**config.mk**
```make
export PLATFORM = sky130hd
export DESIGN_NAME = rgb_to_hsl_pixel_core
export DESIGN_NICKNAME = d
export VERILOG_FILES = /design/src/rgb2hsl_pkg.sv /design/src/rgb2hsl_front.sv /design/src/rgb2hsl_div_stage.sv /design/src/rgb_to_hsl_pixel_core.sv
export SDC_FILE = /design/constraint.sdc
export NUM_CORES = 1
export LEC_CHECK = 0
export BUFFER_PORTS_ARGS = -buffer_cell sky130_fd_sc_hd__buf_2
export CORE_ASPECT_RATIO = 1.75
export CORE_UTILIZATION = 35
export DETAILED_ROUTE_END_ITERATION = 12
export GPL_TIMING_DRIVEN = 0
export PLACE_DENSITY = 0.5
export SLEW_MARGIN = 20
export SYNTH_ARGS = -nofsm -noshare
export SYNTH_HDL_FRONTEND = slang
export SYNTH_SLANG_ARGS = --single-unit
```
**constraint.sdc**
```tcl
create_clock -name clk -period 11.7 [get_ports clk]
set_input_delay 1.755 -clock clk [delete_from_list [all_inputs] [get_ports clk]]
set_output_delay 1.755 -clock clk [all_outputs]
set_load 0.05 [all_outputs]
```
**src/rgb2hsl_pkg.sv**
```systemverilog
// ----------------------------------------------------------------------------
// rgb2hsl_pkg
// shared types and widths for the rgb to hsl pixel pipeline
// ----------------------------------------------------------------------------
package rgb2hsl_pkg;

  localparam int unsigned CHAN_W    = 8;
  localparam int unsigned SUM_W     = CHAN_W + 1;
  localparam int unsigned HUE6_W    = 11;
  localparam int unsigned SAT_REM_W = 16;
  localparam int unsigned HUE_REM_W = 19;
  localparam int unsigned Q_W       = 8;

  typedef enum logic [1:0] {
    SEC_RED,
    SEC_GREEN,
    SEC_BLUE
  } sector_t;

  // divider payload, one restoring step per stage
  typedef struct packed {
    logic [HUE_REM_W-1:0] hue_rem;
    logic [HUE6_W-1:0]    hue_den;
    logic [SAT_REM_W-1:0] sat_rem;
    logic [SUM_W-1:0]     sat_den;
    logic [Q_W-1:0]       hue_q;
    logic [Q_W-1:0]       sat_q;
    logic [CHAN_W-1:0]    lightness;
  } div_t;

endpackage

```
**src/rgb2hsl_front.sv**
```systemverilog
// ----------------------------------------------------------------------------
// rgb2hsl_front
// three register stages: channel extremes, hue sector and saturation
// divisor, then scaling of the numerators by 255 and of the hue divisor by 6
// ----------------------------------------------------------------------------
module rgb2hsl_front
  import rgb2hsl_pkg::*;
(
  input  logic              clk,
  input  logic              rst,
  input  logic              in_valid,
  output logic              in_ready,
  input  logic [CHAN_W-1:0] red,
  input  logic [CHAN_W-1:0] green,
  input  logic [CHAN_W-1:0] blue,
  output logic              out_valid,
  input  logic              out_ready,
  output div_t              out_data
);

  logic v1, v2, v3;
  logic rdy1, rdy2, rdy3;

  // stage 1 registers
  logic [CHAN_W-1:0] mx, mn;
  logic signed [CHAN_W:0] hdiff;
  sector_t sector;

  // stage 2 registers
  logic [CHAN_W-1:0] d;
  logic [CHAN_W-1:0] light;
  logic [SUM_W-1:0]  sat_den;
  logic [HUE6_W-1:0] h6;
  logic              gray;

  // stage 3 register
  div_t div_reg;

  // stage 1 next values
  logic [CHAN_W-1:0] mx_next, mn_next;
  logic signed [CHAN_W:0] hdiff_next;
  sector_t sector_next;

  // stage 2 next values
  logic [CHAN_W-1:0] d_next;
  logic [SUM_W-1:0]  sum;
  logic [SUM_W-1:0]  sat_den_next;
  logic [HUE6_W:0]   d_w, hdiff_w, h6_w;

  // stage 3 next value
  div_t div_next;

  assign rdy3     = !v3 || out_ready;
  assign rdy2     = !v2 || rdy3;
  assign rdy1     = !v1 || rdy2;
  assign in_ready = rdy1;

  always_comb begin
    mx_next = red;
    mn_next = red;
    if (green > mx_next) mx_next = green;
    if (blue > mx_next)  mx_next = blue;
    if (green < mn_next) mn_next = green;
    if (blue < mn_next)  mn_next = blue;
    if (red == mx_next) begin
      sector_next = SEC_RED;
      hdiff_next  = $signed({1'b0, green}) - $signed({1'b0, blue});
    end else if (green == mx_next) begin
      sector_next = SEC_GREEN;
      hdiff_next  = $signed({1'b0, blue}) - $signed({1'b0, red});
    end else begin
      sector_next = SEC_BLUE;
      hdiff_next  = $signed({1'b0, red}) - $signed({1'b0, green});
    end
  end

  always_comb begin
    d_next  = mx - mn;
    sum     = {1'b0, mx} + {1'b0, mn};
    d_w     = {{(HUE6_W+1-CHAN_W){1'b0}}, d_next};
    hdiff_w = {{(HUE6_W-CHAN_W){hdiff[CHAN_W]}}, hdiff};
    case (sector)
      SEC_RED: begin
        if (hdiff[CHAN_W]) h6_w = (d_w << 2) + (d_w << 1) + hdiff_w;
        else               h6_w = hdiff_w;
      end
      SEC_GREEN: h6_w = (d_w << 1) + hdiff_w;
      SEC_BLUE:  h6_w = (d_w << 2) + hdiff_w;
      default:   h6_w = '0;
    endcase
    if (d_next == '0)      sat_den_next = SUM_W'(1);
    else if (sum < 9'd255) sat_den_next = sum;
    else                   sat_den_next = 9'(10'd510 - {1'b0, sum});
  end

  always_comb begin
    div_next.sat_rem   = {d, 8'b0} - {8'b0, d};
    div_next.hue_rem   = {h6, 8'b0} - {8'b0, h6};
    div_next.hue_den   = gray ? HUE6_W'(1) : ({1'b0, d, 2'b0} + {2'b0, d, 1'b0});
    div_next.sat_den   = sat_den;
    div_next.hue_q     = '0;
    div_next.sat_q     = '0;
    div_next.lightness = light;
  end

  always_ff @(posedge clk) begin
    if (rst) begin
      v1 <= 1'b0;
      v2 <= 1'b0;
      v3 <= 1'b0;
    end else begin
      if (rdy1) v1 <= in_valid;
      if (rdy2) v2 <= v1;
      if (rdy3) v3 <= v2;
    end
  end

  always_ff @(posedge clk) begin
    if (rdy1) begin
      mx     <= mx_next;
      mn     <= mn_next;
      hdiff  <= hdiff_next;
      sector <= sector_next;
    end
    if (rdy2) begin
      d       <= d_next;
      light   <= sum[SUM_W-1:1];
      sat_den <= sat_den_next;
      h6      <= (d_next == '0) ? '0 : h6_w[HUE6_W-1:0];
      gray    <= (d_next == '0);
    end
    if (rdy3) begin
      div_reg <= div_next;
    end
  end

  assign out_valid = v3;
  assign out_data  = div_reg;

endmodule

```
**src/rgb2hsl_div_stage.sv**
```systemverilog
// ----------------------------------------------------------------------------
// rgb2hsl_div_stage
// one restoring division step for hue and saturation side by side
// ----------------------------------------------------------------------------
module rgb2hsl_div_stage
  import rgb2hsl_pkg::*;
#(
  parameter int unsigned BIT = 0
) (
  input  logic clk,
  input  logic rst,
  input  logic in_valid,
  output logic in_ready,
  input  div_t in_data,
  output logic out_valid,
  input  logic out_ready,
  output div_t out_data
);

  logic valid;
  div_t data;
  div_t data_next;
  logic [HUE_REM_W-1:0] hue_trial;
  logic [SAT_REM_W-1:0] sat_trial;

  assign in_ready = !valid || out_ready;

  always_comb begin
    hue_trial = HUE_REM_W'(in_data.hue_den) << BIT;
    sat_trial = SAT_REM_W'(in_data.sat_den) << BIT;
    data_next = in_data;
    if (in_data.hue_rem >= hue_trial) begin
      data_next.hue_rem    = in_data.hue_rem - hue_trial;
      data_next.hue_q[BIT] = 1'b1;
    end
    if (in_data.sat_rem >= sat_trial) begin
      data_next.sat_rem    = in_data.sat_rem - sat_trial;
      data_next.sat_q[BIT] = 1'b1;
    end
  end

  always_ff @(posedge clk) begin
    if (rst) begin
      valid <= 1'b0;
    end else if (in_ready) begin
      valid <= in_valid;
    end
  end

  always_ff @(posedge clk) begin
    if (in_ready) data <= data_next;
  end

  assign out_valid = valid;
  assign out_data  = data;

  // partial remainder stays below the divisor at this weight
  a_hue_rem : assert property (@(posedge clk) disable iff (rst)
    valid |-> data.hue_rem < (HUE_REM_W'(data.hue_den) << BIT))
    else $error("hue remainder out of range");

  a_sat_rem : assert property (@(posedge clk) disable iff (rst)
    valid |-> data.sat_rem < (SAT_REM_W'(data.sat_den) << BIT))
    else $error("saturation remainder out of range");

endmodule

```
**src/rgb_to_hsl_pixel_core.sv**
```systemverilog
// ----------------------------------------------------------------------------
// rgb_to_hsl_pixel_core
// 8-bit rgb pixel to 8-bit hue, saturation and lightness, streaming
// ----------------------------------------------------------------------------
// Takes one pixel per clock unless the pipeline is full, and returns one hsl
// result per pixel, in order. Each pixel passes three front stages (extremes,
// hue sector and divisor, scaling by 255) followed by eight restoring divider
// stages, one quotient bit each, shared by hue and saturation. Every stage
// holds its own valid bit, so bubbles close up under backpressure and the
// input keeps taking requests until the whole pipeline is full.
module rgb_to_hsl_pixel_core
  import rgb2hsl_pkg::*;
(
  input  logic        clk,
  input  logic        rst,
  input  logic        s_axis_tvalid,
  output logic        s_axis_tready,
  input  logic [23:0] s_axis_tdata,  // red, green, blue
  output logic        m_axis_tvalid,
  input  logic        m_axis_tready,
  output logic [23:0] m_axis_tdata   // hue, saturation, lightness
);

  logic [Q_W:0] valid_chain;
  logic [Q_W:0] ready_chain;
  div_t         data_chain [Q_W+1];

  rgb2hsl_front u_front (
    .clk       (clk),
    .rst       (rst),
    .in_valid  (s_axis_tvalid),
    .in_ready  (s_axis_tready),
    .red       (s_axis_tdata[7:0]),
    .green     (s_axis_tdata[15:8]),
    .blue      (s_axis_tdata[23:16]),
    .out_valid (valid_chain[0]),
    .out_ready (ready_chain[0]),
    .out_data  (data_chain[0])
  );

  for (genvar i = 0; i < Q_W; i++) begin : g_div
    rgb2hsl_div_stage #(
      .BIT (Q_W - 1 - i)
    ) u_step (
      .clk       (clk),
      .rst       (rst),
      .in_valid  (valid_chain[i]),
      .in_ready  (ready_chain[i]),
      .in_data   (data_chain[i]),
      .out_valid (valid_chain[i+1]),
      .out_ready (ready_chain[i+1]),
      .out_data  (data_chain[i+1])
    );
  end

  assign m_axis_tvalid  = valid_chain[Q_W];
  assign ready_chain[Q_W] = m_axis_tready;
  assign m_axis_tdata   = {data_chain[Q_W].lightness, data_chain[Q_W].sat_q,
                           data_chain[Q_W].hue_q};

  // input only blocks when the whole pipe is full behind a waiting result
  a_stall_src : assert property (@(posedge clk) disable iff (rst)
    !s_axis_tready |-> m_axis_tvalid)
    else $error("input stalled with no result waiting");

  a_reset_empty : assert property (@(posedge clk)
    rst |=> !m_axis_tvalid)
    else $error("result valid right after reset");

  // a waiting result stays until it is taken
  a_chain_order : assert property (@(posedge clk) disable iff (rst)
    (m_axis_tvalid && !m_axis_tready) |=> m_axis_tvalid)
    else $error("waiting result dropped");

endmodule

```
======== After elaboration in Yosys (flattened, before gate mapping) ========
Index checks and enable logic that the tools add are counted.
Widths: inputs -> output; s select.
word-level totals
  output and inout bits ................... 26
  flip-flop bits (word level) ............. 659
  bits of input ports ..................... 28
  word-level logic and storage cells ...... 191
operators by class
  $lt $le $gt $ge ......................... 21
  muxes and demuxes ....................... 24
  reductions and logical operators ........ 24
  add/sub/neg operators ................... 27
  eq/ne operators ......................... 4
operators by type and width
  operator          number
  $mux 19           7
  $mux 16           7
  $add 10x9->11     3
  $pmux 11 s3       1
  $mux 8            4
  $mux 9            3
  $sub 8x8->9       3
  $ge 19x11->1      1
  $ge 19x12->1      1
  $ge 19x13->1      1
  $ge 19x14->1      1
  $ge 19x15->1      1
  $ge 19x16->1      1
  $ge 19x17->1      1
  $ge 19x18->1      1
  $sub 19x11->19    1
  $sub 19x12->19    1
  $sub 19x13->19    1
  $sub 19x14->19    1
  $sub 19x15->19    1
  $sub 19x16->19    1
  $sub 19x17->19    1
  $sub 19x18->19    1
  $eq 8x8->1        2
  32 further kinds  54

======== Longest topological paths before layout ========
  word-level depth ........................ 12
  gate-level depth with buffers ........... 19
  gate-level depth less buffers ........... 17

======== Hierarchy ========
Synthesis repeated with hierarchy kept, for this count alone.
second synthesis, totals
  cell total of the unflattened synthesis .. 3255
  area total of the unflattened synthesis .. 40482.6 sq um
modules (own cells, without submodules)
  module                                seq. area each (sq um)  cells each  area each (sq um)  instances
  rgb2hsl_front                         3873.7                  941         9690.5             1
  rgb2hsl_div_stage at g_div[7].u_step  2392.3                  306         3930.0             1
  rgb2hsl_div_stage at g_div[5].u_step  2392.3                  297         3923.8             1
  rgb2hsl_div_stage at g_div[6].u_step  2392.3                  301         3891.2             1
  rgb2hsl_div_stage at g_div[4].u_step  2392.3                  309         3875.0             1
  rgb2hsl_div_stage at g_div[3].u_step  2392.3                  284         3842.4             1
  rgb2hsl_div_stage at g_div[0].u_step  2392.3                  272         3812.4             1
  rgb2hsl_div_stage at g_div[1].u_step  2392.3                  268         3767.4             1
  rgb2hsl_div_stage at g_div[2].u_step  2392.3                  277         3749.8             1

======== Least setup slack after synthesis ========
OpenSTA, ideal clock, no wires.
  path type ............................... in2out
  from .................................... in m_axis_tready
  to ...................................... out s_axis_tready
  path slack .............................. 2.923 ns
  stages .................................. 8
  arrival time ............................ 7.022 ns
  cells stage by stage .................... nor2b_1 and2_1 inv_1 nor2_1 and2_1 nand3_1 nor2_1 nand3_1
between the ends
  word-level cells in the longest chain between the ends .. 11
ends and longest elaborated chain
  item                                 line                         source
  from (decl)                          rgb_to_hsl_pixel_core.sv:20  input logic m_axis_tready,
  $logic_or 1x1->1 (2 in a row)        rgb2hsl_div_stage.sv:26      assign in_ready = !valid || out_ready;
  named net g_div[5].u_step.out_ready  rgb2hsl_div_stage.sv:16      input logic out_ready,
  $logic_or 1x1->1 (6 in a row)        rgb2hsl_div_stage.sv:26
  named net g_div[0].u_step.in_ready   rgb2hsl_div_stage.sv:13      output logic in_ready,
  $logic_or 1x1->1                     rgb2hsl_front.sv:53          assign rdy3 = !v3 || out_ready;
  $logic_or 1x1->1                     rgb2hsl_front.sv:54          assign rdy2 = !v2 || rdy3;
  $logic_or 1x1->1                     rgb2hsl_front.sv:55          assign rdy1 = !v1 || rdy2;
  to (decl)                            rgb_to_hsl_pixel_core.sv:17  output logic s_axis_tready,
The timed path passes the listed nets, and every way through them passes these cells.

======== Worst setup path after layout ========
  from .................................... in s_axis_tdata[0]
  to ...................................... reg u_front.hdiff[6], data pin
between the ends
  word-level cells in the longest chain between the ends .. 7
  elaborated cells between the ends (all ways) .. 10
  classes of those cells .................. 2 x add/sub; 2 x order compare; 2 x eq/ne; 4 x mux
ends and longest elaborated chain
  item                             line                         source
  from (decl)                      rgb_to_hsl_pixel_core.sv:18  input logic [23:0] s_axis_tdata,
  $gt 8x8->1                       rgb2hsl_front.sv:61          if (green > mx_next) mx_next = green;
  $mux 8                           rgb2hsl_front.sv:61
  $gt 8x8->1                       rgb2hsl_front.sv:62          if (blue > mx_next) mx_next = blue;
  $mux 8                           rgb2hsl_front.sv:62
  $eq 8x8->1                       rgb2hsl_front.sv:68          end else if (green == mx_next) begin
  $mux 9                           rgb2hsl_front.sv:68
  $mux 9 (*)                       rgb2hsl_front.sv:65          if (red == mx_next) begin
  named net u_front.hdiff_next[6]  rgb2hsl_front.sv:41          logic signed [CHAN_W:0] hdiff_next;
  to (signal assigned)             rgb2hsl_front.sv:122         hdiff <= hdiff_next;
  to (decl)                        rgb2hsl_front.sv:26          logic signed [CHAN_W:0] hdiff;
Mark *: on every way through the listed nets, which the timed path passes. The rest lies on a longest branch.
A chain may end at the register's enable or synchronous reset.

==> results by group <==
Run status
  • Outcome: finished, final reports clean

Synthesis
  • Post-synth top area cell: edfxtp_1
  • Yosys reg bits: 659
  • Post-synth top flop: edfxtp_1
  • Post-Syn Instances: 2919
  • Post-synth ARST share: 0%
  • Warnings, synthesis: 0
  • Synth Area per Inst: 12.02 µm²
  • Syn Nets: 3243
  • Post-synth EDFFs: 648
  • Largest cells by area after synthesis: edfxtp_1 (55%), ha_1 (9.4%), xnor2_1 (3.6%)
  • Yosys top cell area share: 55.45%
  • Post-synth cell types: 85
  • Post-synthesis sequential area ratio: 56.08%
  • Cell Area, Synth: 35090 µm²

Route
  • DRC Markers: 0
  • Routed WL: 74.71 mm
  • Routed vias: 21720
  • DR vias/cell: 4.921
  • Count of antenna-violating nets left after detailed routing: 0
  • DRT Pass-1 Iters: 5
  • Wire per inst: 16.93 µm
  • Initial DRC count: 659

Clock network
  • Worst-Skew Late Latency: 650 ps
  • Sinks on Clock Net: 659
  • CTS hold repair buffers: 0
  • CTS Buf Count: 61
  • Root Buffer: clkbuf_16
  • Setup bufs post-CTS: 0
  • Worst-path clk slew: 60 ps
  • Post-CTS sizing: 0
  • CTS tree: done
  • Max Buffers Root-to-Sink: 3
  • Htree depth: 2

Timing
  • Final Hold Violating Endpoints: 0
  • Sum Neg Setup Slack: 0 ps
  • Worst Tran Pin Value: 1134 ps
  • Max Slew Vio Count: 0
  • Peak Freq: 0.1586 GHz
  • RSZ-0062 raised after global routing: no
  • Final worst slack: 5393 ps
  • Post-layout min period: 6307 ps
  • Max Clock Skew: 36.27 ps
  • Endpoints failing setup: 0
  • Fin crit share: 53.90%
  • Rel. slew slack: 24.15%

GRT
  • GRT Total Usage: 14.91%
  • Initial antenna violation count: 0
  • Largest net degree at the start of global routing: 63
  • First-pass GRT wire length: 117.8 mm
  • Vias in the first global route: 23420
  • GRT overflow: 0

Floorplan
  • Die Wd: 241.4 µm
  • Starting Density: 35.32%
  • DIE AREA: 101600 µm²
  • Num ports: 54
  • Core area: 99350 µm²
  • Cell Rows: 153
  • Die Height: 420.9 µm

Critical path
  • Critical path launch point type: input port
  • Crit. End Element: flip-flop
  • CP max-delay cell: a221oi_1
  • Largest fanout on the critical path: 10
  • Crit Path Category: input port to flip-flop
  • Critical Path, Cell by Cell: buf_2 > inv_1 > ha_1 > and2b_1 > o2111ai_2 > a32oi_4 > clkbuf_1 > a21oi_1 > ha_1 > nor2b_1 > o211ai_1 > a211o_1 > and2_1 > buf_2 > o221ai_1 > a221oi_1 > buf_4 > mux2i_1 > mux2i_1
  • Worst EP required: 12050 ps
  • WP data arrival: 6650 ps
  • Max incr delay on CP: 530 ps

Layout
  • Share of cells above drive strength 1: 8.557%
  • Final instance area: 39360 µm²
  • Area growth from synthesis to layout: 12.15%
  • Final cell count without fillers: 4414
  • # diodes: 0
  • # nets final: 3369

Place
  • # port buffers: 53
  • DP Worst Slack: 4778 ps
  • Dpl cells: 4299
  • Post-DP HPWL: 60.26 mm
  • Routability congestion estimate: 0.9367
  • Placed cell area: 37320 µm²

Min path
  • Hold crit path type: flip-flop to flip-flop

Run
  • Max cap viols: 0
==> state kept, by name, summed over array words and instances (netlist names) <==
| name | flops |
|---|---|
| g_div.u_step.out_data | 521 |
| g_div.u_step.out_valid | 8 |
| u_front.d | 8 |
| u_front.gray | 1 |
| u_front.h6 | 11 |
| u_front.hdiff | 9 |
| u_front.light | 8 |
| u_front.mn | 8 |
| u_front.mx | 8 |
| u_front.out_data | 63 |
| u_front.out_valid | 1 |
| u_front.sat_den | 9 |
| u_front.sector | 2 |
| u_front.v1 | 1 |
| u_front.v2 | 1 |
==> synth_stat cells (10+ instances only) <==
library cell,count
edfxtp_1,648
inv_1,310
ha_1,265
nor2_1,186
a21oi_1,162
nand2_1,161
xnor2_1,143
o21ai_0,139
nor2b_1,65
xor2_1,65
nor3_1,63
a21o_1,51
mux2i_1,45
nand4_1,38
nand2b_1,36
o21a_1,36
nand3_1,34
clkbuf_1,33
fa_1,31
mux2_2,31
nor4_1,30
o31ai_1,29
buf_4,26
o21ai_1,21
a211oi_1,18
a21boi_0,16
or3_1,15
a31oi_1,14
o21bai_1,14
and3_1,12
dfxtp_1,11
a21boi_1,10
==> routing by layer <==
metal	routed length, µm	part of all wire, %	GRT usage (%)	up-vias
met3	1753	2.3	1.779	217
met2	46620	62	33.46	361
met5	0	0	0	-
met4	4241	5.7	8.668	0
li1	-	-	-	10870
met1	22100	30	11.04	10280
==> kinds of logic (layout without fill, tap and decap cells) <==
kind of cell             after synthesis  count (layout)  share of synthesized area, %
AND/OR/NAND/NOR                      702             702                         9.980
flip-flops                           659             659                         56.08
AO/OA/AOI/OAI                        588             588                         10.64
buffers and inverters                385             563                         4.443
adder cells (fa/ha/maj)              296             296                         11.22
XOR/XNOR                             208             208                         5.191
multiplexers                          81              81                         2.449
==> per-stage QoR <==
| step | hold WS, ps | util (%) |
|---|---|---|
| 3_3_place_gp | 402.8 | 37.25 |
| 2_1_floorplan | 400.3 | - |
| 6_report | 399.4 | 39.61 |
| 4_1_cts | 399.9 | 39.61 |
| 3_5_place_dp | 404.5 | 37.56 |
| 5_1_grt | 407.1 | 39.61 |
==> cell type report <==
class	count	area (µm²)
Timing Repair Buffer	63	525.5
Buffer	69	372.9
Inverter	316	1199
Clock inverter	39	412.9
Tap cell	1317	1648
Sequential cell	659	19680
Fill cell	9318	60000
Multi-Input combinational cell	1875	13900
Clock buffer	76	1623
==> placed cells by master (no fill, tap or decap), types with 36 or more instances in the layout <==
| cell type | count |
|---|---|
| edfxtp_1 | 648 |
| inv_1 | 304 |
| ha_1 | 265 |
| nor2_1 | 186 |
| a21oi_1 | 162 |
| nand2_1 | 158 |
| xnor2_1 | 142 |
| o21ai_0 | 139 |
| nor2b_1 | 65 |
| xor2_1 | 65 |
| nor3_1 | 63 |
| clkbuf_16 | 61 |
| buf_2 | 60 |
| a21o_1 | 51 |
| mux2i_1 | 45 |
| clkbuf_1 | 44 |
| nand4_1 | 38 |
| o21a_1 | 36 |
| nand2b_1 | 36 |
==> final timing paths <==
path                                                          endpoint                                  startpoint  cells past startpoint  slack, ps
worst max register to register            u_front.h6[10]$_SDFFCE_PP0P_                     u_front.mx[1]$_DFFE_PP_                     15       6780
worst min-delay path            g_div[2].u_step.out_data[22]$_DFFE_PP_  g_div[1].u_step.out_data[22]$_SDFFCE_PN1P_                      0        400
worst min register to register  g_div[2].u_step.out_data[22]$_DFFE_PP_  g_div[1].u_step.out_data[22]$_SDFFCE_PN1P_                      0        400
worst max-delay path                        u_front.hdiff[6]$_DFFE_PP_                             s_axis_tdata[0]                     19       5390
==> critical path, delay by kind of cell <==
| kind | cells | cell delay (ps) |
|---|---|---|
| AO/OA/AOI/OAI | 7 | 1990 |
| buffers and inverters | 5 | 1350 |
| adder cells (fa/ha/maj) | 2 | 620 |
| AND/OR/NAND/NOR | 3 | 580 |
| multiplexers | 2 | 370 |
Power is not shown: default switching activity piles up to over one toggle a cycle in this logic, so the estimate is an artifact.
